==> config.mk <==
export PLATFORM = sky130hd
export DESIGN_NAME = aesc_front
export DESIGN_NICKNAME = d
export VERILOG_FILES = /design/src/design/aes_cmac_chained_iv_assert.svh /design/src/design/aesc_pkg.sv /design/src/design/aesc_front.sv
export SDC_FILE = /design/constraint.sdc
export NUM_CORES = 1
export LEC_CHECK = 0
export BUFFER_PORTS_ARGS = -buffer_cell sky130_fd_sc_hd__buf_4
export CORE_AREA = 2 2 72 74
export CTS_BUF_LIST = sky130_fd_sc_hd__clkbuf_16
export DETAILED_ROUTE_END_ITERATION = 7
export DIE_AREA = 0 0 74 76
export PLACE_DENSITY = 0.62
export SETUP_SLACK_MARGIN = 0.5
export SLEW_MARGIN = 20
export SYNTH_ARGS = -nofsm -noshare
export SYNTH_HDL_FRONTEND = slang
export SYNTH_SLANG_ARGS = --single-unit
==> constraint.sdc <==
create_clock -name i_clk -period 3 [get_ports i_clk]
set_input_delay 0.9 -clock i_clk [delete_from_list [all_inputs] [get_ports i_clk]]
set_output_delay 0.9 -clock i_clk [all_outputs]
set_load 0.005 [all_outputs]
==> src/design/aes_cmac_chained_iv_assert.svh <==
// Assertion helpers shared by the RTL.
`ifndef AES_CMAC_CHAINED_IV_ASSERT_SVH
`define AES_CMAC_CHAINED_IV_ASSERT_SVH

// Implication checked on every clock edge outside reset.
`define AESC_ASSERT_IMPLY(lbl, clk, rst_n, ante, cons) \
    lbl: assert property (@(posedge clk) disable iff (!rst_n) (ante) |-> (cons)) \
        else $error("assertion failed");

// Condition that must hold in the cycle after a reset cycle.
`define AESC_ASSERT_AFTER_RESET(lbl, clk, rst_n, cond) \
    lbl: assert property (@(posedge clk) !rst_n |=> (cond)) \
        else $error("assertion failed after reset");

`endif

==> src/design/aesc_pkg.sv <==
package aesc_pkg;

    localparam int BlockW  = 128;
    localparam int HalfW   = 64;
    localparam int NBytes  = 16;
    localparam int QDepth  = 4;
    localparam int QPtrW   = $clog2(QDepth);
    localparam int CntW    = 5;
    localparam int Rounds  = 10;

    localparam logic [1:0] CMD_BYTE  = 2'd0;
    localparam logic [1:0] CMD_CLOSE = 2'd1;
    localparam logic [1:0] CMD_CLEAR = 2'd2;

    localparam logic [1:0] CFG_KEY_HIGH = 2'd0;
    localparam logic [1:0] CFG_KEY_LOW  = 2'd1;
    localparam logic [1:0] CFG_SESSION  = 2'd2;

    localparam logic [7:0] PAD_BYTE  = 8'h80;
    localparam logic [7:0] DBL_POLY  = 8'h87;
    localparam logic [7:0] RCON_INIT = 8'h01;

    typedef logic [7:0] t_byte;

    typedef enum logic [1:0] {
        OP_BYTE  = 2'd0,
        OP_CLOSE = 2'd1,
        OP_CLEAR = 2'd2
    } t_op;

    typedef struct packed {
        t_op        op;
        logic [7:0] data_byte;
        logic       last;
    } t_req;

    typedef struct packed {
        logic valid;
        t_req req;
    } t_qhead;

    localparam t_byte SBOX_TAB [0:255] = '{
        8'h63,8'h7c,8'h77,8'h7b,8'hf2,8'h6b,8'h6f,8'hc5,8'h30,8'h01,8'h67,8'h2b,8'hfe,8'hd7,8'hab,8'h76,
        8'hca,8'h82,8'hc9,8'h7d,8'hfa,8'h59,8'h47,8'hf0,8'had,8'hd4,8'ha2,8'haf,8'h9c,8'ha4,8'h72,8'hc0,
        8'hb7,8'hfd,8'h93,8'h26,8'h36,8'h3f,8'hf7,8'hcc,8'h34,8'ha5,8'he5,8'hf1,8'h71,8'hd8,8'h31,8'h15,
        8'h04,8'hc7,8'h23,8'hc3,8'h18,8'h96,8'h05,8'h9a,8'h07,8'h12,8'h80,8'he2,8'heb,8'h27,8'hb2,8'h75,
        8'h09,8'h83,8'h2c,8'h1a,8'h1b,8'h6e,8'h5a,8'ha0,8'h52,8'h3b,8'hd6,8'hb3,8'h29,8'he3,8'h2f,8'h84,
        8'h53,8'hd1,8'h00,8'hed,8'h20,8'hfc,8'hb1,8'h5b,8'h6a,8'hcb,8'hbe,8'h39,8'h4a,8'h4c,8'h58,8'hcf,
        8'hd0,8'hef,8'haa,8'hfb,8'h43,8'h4d,8'h33,8'h85,8'h45,8'hf9,8'h02,8'h7f,8'h50,8'h3c,8'h9f,8'ha8,
        8'h51,8'ha3,8'h40,8'h8f,8'h92,8'h9d,8'h38,8'hf5,8'hbc,8'hb6,8'hda,8'h21,8'h10,8'hff,8'hf3,8'hd2,
        8'hcd,8'h0c,8'h13,8'hec,8'h5f,8'h97,8'h44,8'h17,8'hc4,8'ha7,8'h7e,8'h3d,8'h64,8'h5d,8'h19,8'h73,
        8'h60,8'h81,8'h4f,8'hdc,8'h22,8'h2a,8'h90,8'h88,8'h46,8'hee,8'hb8,8'h14,8'hde,8'h5e,8'h0b,8'hdb,
        8'he0,8'h32,8'h3a,8'h0a,8'h49,8'h06,8'h24,8'h5c,8'hc2,8'hd3,8'hac,8'h62,8'h91,8'h95,8'he4,8'h79,
        8'he7,8'hc8,8'h37,8'h6d,8'h8d,8'hd5,8'h4e,8'ha9,8'h6c,8'h56,8'hf4,8'hea,8'h65,8'h7a,8'hae,8'h08,
        8'hba,8'h78,8'h25,8'h2e,8'h1c,8'ha6,8'hb4,8'hc6,8'he8,8'hdd,8'h74,8'h1f,8'h4b,8'hbd,8'h8b,8'h8a,
        8'h70,8'h3e,8'hb5,8'h66,8'h48,8'h03,8'hf6,8'h0e,8'h61,8'h35,8'h57,8'hb9,8'h86,8'hc1,8'h1d,8'h9e,
        8'he1,8'hf8,8'h98,8'h11,8'h69,8'hd9,8'h8e,8'h94,8'h9b,8'h1e,8'h87,8'he9,8'hce,8'h55,8'h28,8'hdf,
        8'h8c,8'ha1,8'h89,8'h0d,8'hbf,8'he6,8'h42,8'h68,8'h41,8'h99,8'h2d,8'h0f,8'hb0,8'h54,8'hbb,8'h16
    };

    function automatic t_byte xt(input t_byte x);
        return {x[6:0], 1'b0} ^ (x[7] ? 8'h1b : 8'h00);
    endfunction

    // Byte 0 is the most significant byte of the block.
    function automatic t_byte get_byte(input logic [BlockW-1:0] v, input int idx);
        return v[BlockW-1-8*idx -: 8];
    endfunction

    function automatic logic [BlockW-1:0] key_expand(input logic [BlockW-1:0] rk,
                                                     input t_byte rcon);
        logic [31:0] w0, w1, w2, w3, tmp;
        w0  = rk[127:96];
        w1  = rk[95:64];
        w2  = rk[63:32];
        w3  = rk[31:0];
        tmp = {SBOX_TAB[w3[23:16]] ^ rcon, SBOX_TAB[w3[15:8]],
               SBOX_TAB[w3[7:0]], SBOX_TAB[w3[31:24]]};
        w0  = w0 ^ tmp;
        w1  = w1 ^ w0;
        w2  = w2 ^ w1;
        w3  = w3 ^ w2;
        return {w0, w1, w2, w3};
    endfunction

    function automatic logic [BlockW-1:0] aes_round(input logic [BlockW-1:0] s,
                                                    input logic [BlockW-1:0] rk,
                                                    input logic final_round);
        t_byte t [NBytes];
        t_byte a0, a1, a2, a3, all;
        logic [BlockW-1:0] r;
        r = '0;
        for (int c = 0; c < 4; c++) begin
            for (int i = 0; i < 4; i++) begin
                t[i + 4*c] = SBOX_TAB[get_byte(s, i + 4*((c + i) % 4))];
            end
        end
        if (!final_round) begin
            for (int c = 0; c < 4; c++) begin
                a0  = t[4*c];
                a1  = t[4*c+1];
                a2  = t[4*c+2];
                a3  = t[4*c+3];
                all = a0 ^ a1 ^ a2 ^ a3;
                t[4*c]   = a0 ^ all ^ xt(a0 ^ a1);
                t[4*c+1] = a1 ^ all ^ xt(a1 ^ a2);
                t[4*c+2] = a2 ^ all ^ xt(a2 ^ a3);
                t[4*c+3] = a3 ^ all ^ xt(a3 ^ a0);
            end
        end
        for (int i = 0; i < NBytes; i++) begin
            r[BlockW-1-8*i -: 8] = t[i];
        end
        return r ^ rk;
    endfunction

    // Multiply by x in GF(2^128) for subkey derivation.
    function automatic logic [BlockW-1:0] gf_dbl(input logic [BlockW-1:0] v);
        return {v[BlockW-2:0], 1'b0} ^ {{(BlockW-8){1'b0}}, (v[BlockW-1] ? DBL_POLY : 8'h00)};
    endfunction

endpackage

==> src/design/aesc_front.sv <==
module aesc_front
    import aesc_pkg::*;
(
    input  logic       i_clk,
    input  logic       i_rst_n,
    input  logic       i_session_active,
    input  logic       i_push,
    input  logic [1:0] i_command,
    input  logic [7:0] i_data_byte,
    input  logic       i_last,
    output logic       o_full,
    output t_qhead     o_head,
    input  logic       i_pop
);

    t_req              r_mem [QDepth];
    logic [QPtrW-1:0]  r_wptr;
    logic [QPtrW-1:0]  r_rptr;
    logic [QPtrW:0]    r_count;
    logic              w_accept;
    logic              w_keep;
    logic              w_wr;
    logic              w_rd;
    t_req              w_req;

    assign o_full   = (r_count == (QPtrW+1)'(QDepth));
    assign w_accept = i_push && !o_full;

    // Drop requests while the session is off, and unused command codes.
    always_comb begin
        w_req.data_byte = i_data_byte;
        w_req.last      = 1'b0;
        w_keep          = i_session_active;
        case (i_command)
            CMD_BYTE: begin
                w_req.op   = OP_BYTE;
                w_req.last = i_last;
            end
            CMD_CLOSE: w_req.op = OP_CLOSE;
            CMD_CLEAR: w_req.op = OP_CLEAR;
            default: begin
                w_req.op = OP_CLEAR;
                w_keep   = 1'b0;
            end
        endcase
    end

    assign w_wr = w_accept && w_keep;
    assign w_rd = i_pop && (r_count != '0);

    always_ff @(posedge i_clk) begin
        if (w_wr) begin
            r_mem[r_wptr] <= w_req;
        end
    end

    always_ff @(posedge i_clk) begin
        if (!i_rst_n) begin
            r_wptr  <= '0;
            r_rptr  <= '0;
            r_count <= '0;
        end else begin
            if (w_wr) begin
                r_wptr <= r_wptr + 1'b1;
            end
            if (w_rd) begin
                r_rptr <= r_rptr + 1'b1;
            end
            r_count <= r_count + (QPtrW+1)'(w_wr) - (QPtrW+1)'(w_rd);
        end
    end

    assign o_head.valid = (r_count != '0);
    assign o_head.req   = r_mem[r_rptr];

endmodule

==> flow_metrics.py <==
metrics = {
    "job": {
        "cap_violations": 0,
    },
    "logic_synthesis": {
        "synth_top_family_by_area": "multiplexers",
        "syn_area_per_cell_sq_um": 19.37,
        "yosys.area_share.xor_xnor": 0.01675,
        "yosysSeqAreaShare": 0.7177,
        "syn_inst": 108,
        "netlist_area_sq_um": 2092,
        "synth-simple-area-share": 0.05502,
        "synth_mux_area_frac": 0.1280,
        "syn_nets": 131,
        "synth_compound_gate_area_share": 0.01854,
        "synth_seq_cells": 53,
        "synth-adder-area-share": 0.04545,
        "ys_types": 20,
        "yosys_warnings": 0,
    },
    "clock_tree": {
        "cts.sinks": 53,
        "cts_tree": "built",
        "cts_buffers": 5,
        "cts_max_level": 2,
        "post_cts_resized": 0,
        "cts_buffer_depth": 2,
        "postCtsSetupRepairBufs": 0,
        "path_clk_slew_ns": 0.06,
        "clkLatencyLatePin_ns": 0.28,
        "cts_hold_buf": 0,
        "cts-root-buf": "clkbuf_16",
    },
    "global_routing": {
        "antenna_found_initial": 0,
        "grt_max_degree": 15,
        "grt_pass1_wl_um": 5361,
        "grtUsageTotal": 0.1283,
        "grt_overflow_total": 0,
        "grt_pass1_vias": 1083,
    },
    "timing": {
        "hold_viol": 0,
        "finalMaxSlewViolations": 0,
        "slew_headroom": 0.5915,
        "rsz0062_at_grt": "false",
        "worstMarginPinSlew_ns": 0.6127,
        "setup_viol": 0,
        "holdWs_ns": 0.5075,
        "period_minus_slack_ns": 2.399,
        "period_share": 0.7997,
        "clock-skew-final_ns": 0.003189,
        "setup_tns_ns": 0,
        "fmax_mhz": 416.8,
    },
    "die": {
        "core_area_sq_um": 4912,
        "ios": 29,
        "die_area_sq_um": 5624,
        "std_cell_rows": 26,
        "start_util": 0.4259,
        "die_w_um": 74,
        "die-height_um": 76,
    },
    "worst_setup_path": {
        "cp_common_cell": "inv_1",
        "worstRegToRegCells": 11,
        "critical_path.cell_chain": "buf_4, a211oi_4, inv_1, ha_1, inv_1, ha_1, inv_1, fa_2, xnor2_1, xnor2_1, and2_1",
        "end_kind": "flip-flop",
        "crit_type": "in2reg",
        "cpLargestDelayFamily": "adder cells",
        "arrival_ns": 2.57,
        "cpPeakStageDelay_ns": 0.33,
        "crit_slowest_cell": "fa_2",
        "path_depth": 11,
        "cp-start-kind": "input pin",
        "worstPathRequired_ns": 3.18,
        "crit_buf_inv": 4,
        "worstPathMaxFanout": 3,
    },
    "layout": {
        "fillers": 429,
        "drive_above_1_share": 0.3662,
        "area_growth_pct": 20.87,
        "antenna_cells": 0,
        "layout.nets": 164,
    },
    "worst_hold_path": {
        "min_path_cells": 2,
        "hold_class": "reg2reg",
    },
    "drt": {
        "vias": 1015,
        "wire_per_inst_um": 15.23,
        "viasPerCell": 4.788,
        "ant_nets": 0,
        "routed_wl_um": 3228,
        "first_iter_violations": 49,
        "drtPass1Iterations": 4,
        "drc": 0,
    },
    "placement": {
        "place_congestion": 0.6853,
        "dp_hpwl_um": 2196,
        "io_buffers": 28,
    },
    "power": {
        "p_per_area_nw_per_um2": 752.2,
        "leakagePower_nw": 0.8882,
        "ir_worst_vdd_mv": 0.3682,
    },
    "run_status": {
        "status": "finished clean",
    },
}
layout by cell type (no fill, tap or decap):
| master | netlist | routed |
|---|---|---|
| and2_1 | 7 | 7 |
| o311ai_1 | 1 | 1 |
| ha_1 | 6 | 6 |
| edfxtp_1 | 44 | 44 |
| dfxtp_1 | 9 | 8 |
| a211oi_4 | 1 | 1 |
| nor3b_2 | 1 | 1 |
| buf_4 | 1 | 29 |
| inv_1 | 5 | 8 |
| mux2i_1 | 2 | 2 |
| nor3b_1 | 1 | 1 |
| clkbuf_16 | 0 | 5 |
| fa_2 | 0 | 1 |
| dfxtp_2 | 0 | 1 |
| o31a_2 | 1 | 1 |
| mux4_2 | 11 | 11 |
| buf_6 | 0 | 1 |
| or3_2 | 1 | 1 |
| nand2_1 | 5 | 5 |
| xnor2_1 | 4 | 4 |
| nor2b_1 | 4 | 4 |
cell families (layout without fill, tap and decap cells):
| logic type | Yosys count | after routing |
|---|---|---|
| DFF | 53 | 53 |
| and+or+nand+nor | 19 | 19 |
| muxes | 13 | 13 |
| buffers and inverters | 9 | 43 |
| adders and majority gates | 7 | 7 |
| xor gates and xnor gates | 4 | 4 |
| AOI/OAI and AO/OA | 3 | 3 |
per-layer routing:
layer,global-route usage,share of wire
met4,0.03818,0.0084
met1,0.1667,0.43
met5,0,0
met2,0.2125,0.51
met3,0.03042,0.043
where the power goes:
group,switching [mW],internal (mW),leakage [nW]
Sequential,0.0568,0.856,0.474
Combinational,0.179,0.292,0.337
Clock,0.219,0.300,0.0776
worst paths after layout:
path,from,to,slack (ns)
setup / recovery,i_command[0],r_count[2]$_SDFF_PN0_,0.60
hold / removal,r_wptr[0]$_SDFFE_PN0P_,r_wptr[0]$_SDFFE_PN0P_,0.51
setup reg to reg,r_count[1]$_SDFF_PN0_,r_count[2]$_SDFF_PN0_,0.76
hold reg to reg,r_wptr[0]$_SDFFE_PN0P_,r_wptr[0]$_SDFFE_PN0P_,0.51
Yosys cell counts, drive strengths merged:
| cell | number | share of area |
|---|---|---|
| ha | 6 | 0.036 |
| fa | 1 | 0.0096 |
| or3 | 1 | 0.0036 |
| inv | 5 | 0.0090 |
| and2 | 7 | 0.021 |
| mux4 | 11 | 0.12 |
| clkbuf | 2 | 0.0036 |
| o31a | 1 | 0.0048 |
| edfxtp | 44 | 0.63 |
| a211oi | 1 | 0.0096 |
| mux2i | 2 | 0.0096 |
| o311ai | 1 | 0.0042 |
| dfxtp | 9 | 0.086 |
| nand2 | 5 | 0.0090 |
| nor2b | 4 | 0.012 |
| nor3b | 2 | 0.0096 |
| xnor2 | 4 | 0.017 |
| buf | 2 | 0.0060 |
worst register-to-register path, stage by stage (launching register included):
cell and delay, ns:
dfxtp_1 0.48, nor3b_2 0.11, a211oi_4 0.22, inv_1 0.07, ha_1 0.28, inv_1 0.05, ha_1 0.12, inv_1 0.05
fa_2 0.33, xnor2_1 0.14, xnor2_1 0.12, and2_1 0.15
state kept, by name, indices dropped and copies added, names as in the netlist, named ones only:
| signal | cells |
|---|---|
| r_mem | 44 |
| r_count | 3 |
| r_rptr | 2 |
| r_wptr | 2 |
cell type report:
cell class              instances  area [sq um]  area share
well taps                      70         87.58     0.03464
multi-input cells              46         554.3      0.2192
clock inverters                 3         11.26    0.004453
flip-flops and latches         53          1503      0.5943
clock buffers                   5         125.1     0.04948
repair buffers                 30         229.0     0.09055
inverters                       5         18.77    0.007422
metrics by stage:
| stage | util | std cells | instance area (sq um) | setup WS (ns) | power, mW |
|---|---|---|---|---|---|
| CTS | 0.5132 | 212 | 2521 | 0.5307 | 1.924 |
| finish | 0.5148 | 212 | 2529 | 0.6010 | 1.902 |
| detailed placement | 0.4855 | 204 | 2385 | 0.2447 | 1.403 |
| floorplan | - | 108 | 2092 | 0.3296 | 1.216 |
| global placement | 0.4855 | 204 | 2385 | 0.2840 | 1.389 |
| global route | 0.5148 | 212 | 2529 | 0.5066 | 2.007 |
No activity file was read; power rests on OpenSTA's default activity.
